**src/hdl/wpid_pkg.sv**
```systemverilog
package wpid_pkg;

    localparam int NUM_WHEELS_DEF = 4;
    localparam int WHEEL_W        = 2;
    localparam int DATA_W         = 32;
    localparam int TDATA_W        = 2 * DATA_W;
    localparam int GAIN_W         = 24;
    localparam int SCALE_W        = 32;
    localparam int LIM_W          = 31;
    localparam int FRAC_GAIN      = 12;
    localparam int LIMQ_W         = LIM_W + FRAC_GAIN;
    localparam int SUM_W          = 48;
    localparam int CFG_IDX_W      = 3;
    localparam int CFG_DATA_W     = 32;

    localparam logic [CFG_IDX_W-1:0] REG_PROP_GAIN   = 3'd0;
    localparam logic [CFG_IDX_W-1:0] REG_INTEG_GAIN  = 3'd1;
    localparam logic [CFG_IDX_W-1:0] REG_DERIV_GAIN  = 3'd2;
    localparam logic [CFG_IDX_W-1:0] REG_SPEED_SCALE = 3'd3;
    localparam logic [CFG_IDX_W-1:0] REG_INTEG_LIMIT = 3'd4;

    localparam logic [GAIN_W-1:0]  PROP_GAIN_RST   = 24'd491520;
    localparam logic [GAIN_W-1:0]  INTEG_GAIN_RST  = 24'd120832;
    localparam logic [GAIN_W-1:0]  DERIV_GAIN_RST  = 24'd164;
    localparam logic [SCALE_W-1:0] SPEED_SCALE_RST = 32'd5679700;
    localparam logic [LIM_W-1:0]   INTEG_LIMIT_RST = 31'd67108864;

    typedef struct packed {
        logic busy;
        logic rem_nonzero;
    } div_status_t;

endpackage

```
**src/hdl/wpid_div.sv**
```systemverilog
module wpid_div (
    input  logic                        aclk,
    input  logic                        aresetn,
    input  logic                        start,
    input  logic [wpid_pkg::LIMQ_W-1:0] dividend,
    input  logic [wpid_pkg::GAIN_W-1:0] divisor,
    output logic [wpid_pkg::LIMQ_W-1:0] quotient,
    output wpid_pkg::div_status_t       status
);
    import wpid_pkg::*;

    localparam int CNT_W = $clog2(LIMQ_W + 1);

    logic [CNT_W-1:0]  cnt_reg;
    logic              busy_reg;
    logic [LIMQ_W-1:0] quo_reg;
    logic [GAIN_W-1:0] rem_reg;
    logic [GAIN_W:0]   shifted;
    logic [GAIN_W:0]   trial;
    logic              fits;

    assign shifted = {rem_reg, quo_reg[LIMQ_W-1]};
    assign trial   = shifted - {1'b0, divisor};
    assign fits    = (shifted >= {1'b0, divisor});

    always_ff @(posedge aclk) begin
        if (!aresetn) begin
            busy_reg <= 1'b0;
            cnt_reg  <= '0;
        end else if (start) begin
            busy_reg <= 1'b1;
            cnt_reg  <= CNT_W'(LIMQ_W);
        end else if (busy_reg) begin
            cnt_reg <= cnt_reg - CNT_W'(1);
            if (cnt_reg == CNT_W'(1)) begin
                busy_reg <= 1'b0;
            end
        end
    end

    always_ff @(posedge aclk) begin
        if (start) begin
            quo_reg <= dividend;
            rem_reg <= '0;
        end else if (busy_reg) begin
            quo_reg <= {quo_reg[LIMQ_W-2:0], fits};
            rem_reg <= fits ? trial[GAIN_W-1:0] : shifted[GAIN_W-1:0];
        end
    end

    assign quotient           = quo_reg;
    assign status.busy        = busy_reg;
    assign status.rem_nonzero = (rem_reg != '0);

endmodule

```
**config.mk**
```make
export PLATFORM = sky130hd
export DESIGN_NAME = wpid_div
export DESIGN_NICKNAME = d
export VERILOG_FILES = /design/src/hdl/wpid_pkg.sv /design/src/hdl/wpid_div.sv
export SDC_FILE = /design/constraint.sdc
export NUM_CORES = 1
export LEC_CHECK = 0
export ABC_AREA = 1
export CORE_UTILIZATION = 39
export CTS_CLUSTER_DIAMETER = 120
export DETAILED_ROUTE_END_ITERATION = 10
export DONT_BUFFER_PORTS = 1
export MAX_ROUTING_LAYER = met4
export PLACE_DENSITY = 0.62
export SLEW_MARGIN = 30
export SYNTH_ARGS = -nofsm -noshare
export SYNTH_HDL_FRONTEND = slang
export SYNTH_SLANG_ARGS = --single-unit
```
**constraint.sdc**
```tcl
create_clock -name aclk -period 7.05 [get_ports aclk]
set_clock_uncertainty 0.2 [all_clocks]
set_input_delay 1.0575 -clock aclk [delete_from_list [all_inputs] [get_ports aclk]]
set_output_delay 1.0575 -clock aclk [all_outputs]
set_load 0.03 [all_outputs]
```
==> impl_metrics.tcl <==
set metrics [dict create \
    dr.pass1.iters 5 \
    fin_crit_ps 3320 \
    p_leak_uw 0.00300 \
    clock_path_buffers 2 \
    start_util 0.406 \
    largest_register_ffs 43 \
    antenna-diode-count 0 \
    syn_nets 886 \
    globalRouteMet2Util 0.310 \
    pwr-share-clk 0.426 \
    status "complete, no violations" \
    h-tree-depth 3 \
    slew_headroom 0.466 \
    port_buffers 0 \
    row_count 41 \
    use_met1 0.285 \
    power_frac_comb 0.091 \
    top_level_ports 115 \
    synthArstFlopShare 0 \
    antenna_found_initial 0 \
    critPathArrivalTime_ps 3220 \
    syn_area_um2 5210 \
    drive_gt1_frac 0.0369 \
    post_cts_resized 0 \
    min_delay_worst_endpoint "rem_reg[13]" \
    clock_latency_ps 350 \
    ir_worst_vdd_mv 0.129 \
    nets 878 \
    critical_path_peak_fanout 25 \
    drt_iter0_drc 312 \
    area_delta_synth_final_pct 8.55 \
    fp.dieArea_um2 13800 \
    detailed_place_hpwl_um 10100 \
    synth_edf_count 43 \
    yosysSeqAreaShare 0.367 \
    placed_cell_area_um2 5340 \
    finalWeightedCongestion 0.935 \
    grt_setup_unrepaired "false" \
    num-fill-cells 1397 \
    viasPerCell 4.94 \
    ys.flop_type "edfxtp_1" \
    cts_sinks 74 \
    grt.overflow.total 0 \
    drc_errors 0 \
    grt_pass1_vias 4394 \
    finalSetupViolCount 0 \
    max_freq_ghz 0.301 \
    hold_depth 2 \
    internal_power_uw 842 \
    fin_area_um2 5660 \
    hp-class "flip-flop to flip-flop" \
    cts.clk_slew.worst_paths_ps 70 \
    r2r-end "quotient[0]" \
    design.core.area_um2 12800 \
    cts_root_buffer "clkbuf_16" \
    pwr-share-seq 0.483 \
    min_from "rem_reg[13]" \
    die_h_um 118 \
    r2r_setup_slack_ps 4130 \
    grt_max_degree 49 \
    sw_frac_of_total 0.290 \
    p_per_area_nw_per_um2 210 \
    drtAntennaViolNets 0 \
    worst_slew_pin_slew_ps 800 \
    synth_cells 789 \
    worstSetupPathType "input port to flip-flop" \
    worstSetupEndpointType "flip-flop" \
    grtUsageMet3 0.0344 \
    crit_path_start_kind "input port" \
    grt_pass1_wl_um 22200 \
    vias 4726 \
    finalHoldViolCount 0 \
    ys_types 34 \
    syn_avg_cell_area_um2 6.60 \
    post_cts_buffers 0 \
    yosysWarnings 0 \
    reg2reg_depth 9 \
    crit_required_ps 6950 \
    grt_busiest_layer "met2" \
    drt_wl_total_um 13600 \
    p_sw_uw 344 \
    maxCapViolCount 0 \
    die_w_um 118 \
    cts_made_buffers 9 \
    period_share 0.471 \
    synth_seq_cells 74 \
    cts_tree "built" \
    wire_per_inst_um 14.2 \
    hold_buffers 0 \
    drv_slew 0 \
    setup_tns_ps 0 \
    timing.rr.start "rem_reg[21]" \
    grt_use_total 0.210 \
]
==> layout make-up <==
type | instances | area, um^2 | share of cell area
clock inverter | 6 | 91.3 | 0.0162
multi-input combinational | 548 | 2650 | 0.468
tap | 172 | 215 | 0.0381
timing repair buffer | 3 | 22.5 | 0.00398
inverter | 145 | 544 | 0.0962
clock buffer | 9 | 225 | 0.0398
sequential | 74 | 1910 | 0.338
==> cells in the mapped netlist (3+ instances only) <==
cell,count,area share
a21oi_1,14,0.013
nor3_1,4,0.0038
inv_1,143,0.10
dfxtp_1,31,0.12
nand2_1,326,0.23
edfxtp_1,43,0.25
xnor2_1,9,0.015
clkbuf_1,13,0.0094
xor2_1,3,0.0050
o21ai_0,6,0.0058
buf_2,6,0.0058
nand4_1,34,0.041
nand3_1,57,0.055
o21ai_1,7,0.0067
ha_1,26,0.062
nor2_1,40,0.029
nand2_2,4,0.0048
nor4_1,3,0.0036
==> worst max-delay path, stage by stage <==
cell,delay (ps)
inv_1,50
ha_1,360
nand2_2,130
inv_2,30
nand2_1,60
nand2_1,70
nand2_1,60
nand2_1,90
a21oi_4,650
nand3_4,450
nand2_1,150
nand2_1,50
==> metal layers <==
metal / part of all wire / wire, um / up-vias
met5: 0 / 0 / -
met4: 0.020 / 275 / 0
met3: 0.053 / 721 / 18
met2: 0.44 / 5960 / 133
met1: 0.49 / 6660 / 2124
li1: - / - / 2451
==> how the worst max path moves through the flow <==
stage | from | to | slack (ps) | cells past startpoint
6_report | divisor[12] | quotient[0] | 3730 | 12
5_1_grt | divisor[16] | rem_reg[11] | 3530 | 13
4_1_cts | divisor[12] | quotient[0] | 3750 | 12
3_5_place_dp | divisor[12] | quotient[0] | 3380 | 12
3_3_place_gp | divisor[11] | quotient[0] | 3410 | 12
2_1_floorplan | start | quotient[0] | 3830 | 3
==> cells by family after synthesis <==
logic type | after synthesis | share of synthesized area
buffers and inverters | 167 | 0.125
AO/OA/AOI/OAI | 35 | 0.0389
AND/OR/NAND/NOR | 474 | 0.382
flip-flops | 74 | 0.367
adder cells (fa/ha/maj) | 27 | 0.0663
XOR/XNOR | 12 | 0.0202
==> power groups by stage <==
stage | Sequential [uW] | Clock, uW | Combinational (uW)
floorplan | 574 | 0 | 88.5
global placement | 582 | 0 | 107
detailed placement | 582 | 0 | 109
CTS | 573 | 517 | 109
global route | 576 | 535 | 125
finish | 573 | 506 | 108
==> layout by cell type, fill, tap and decap left out, types with 9 or more instances in the layout <==
cell type	Yosys	final
nand4_1	34	34
inv_1	143	142
ha_1	26	26
clkbuf_16	0	9
edfxtp_1	43	43
xnor2_1	9	9
a21oi_1	14	14
nor2_1	40	40
nand3_1	57	57
dfxtp_1	31	31
nand2_1	326	326
==> metrics by stage <==
step                      power (uW)  utilization  setup WS (ps)  std cells  hold WS [ps]
final                           1190        0.441           3730        957           279
after CTS                       1200        0.441           3750        957           277
after global placement           690        0.416           3410        942           267
after floorplan                  662            -           3830        789           247
after global routing            1240        0.441           3530        957           299
after detailed placement         691        0.416           3380        942           268
(Power assumes the default switching activity.)
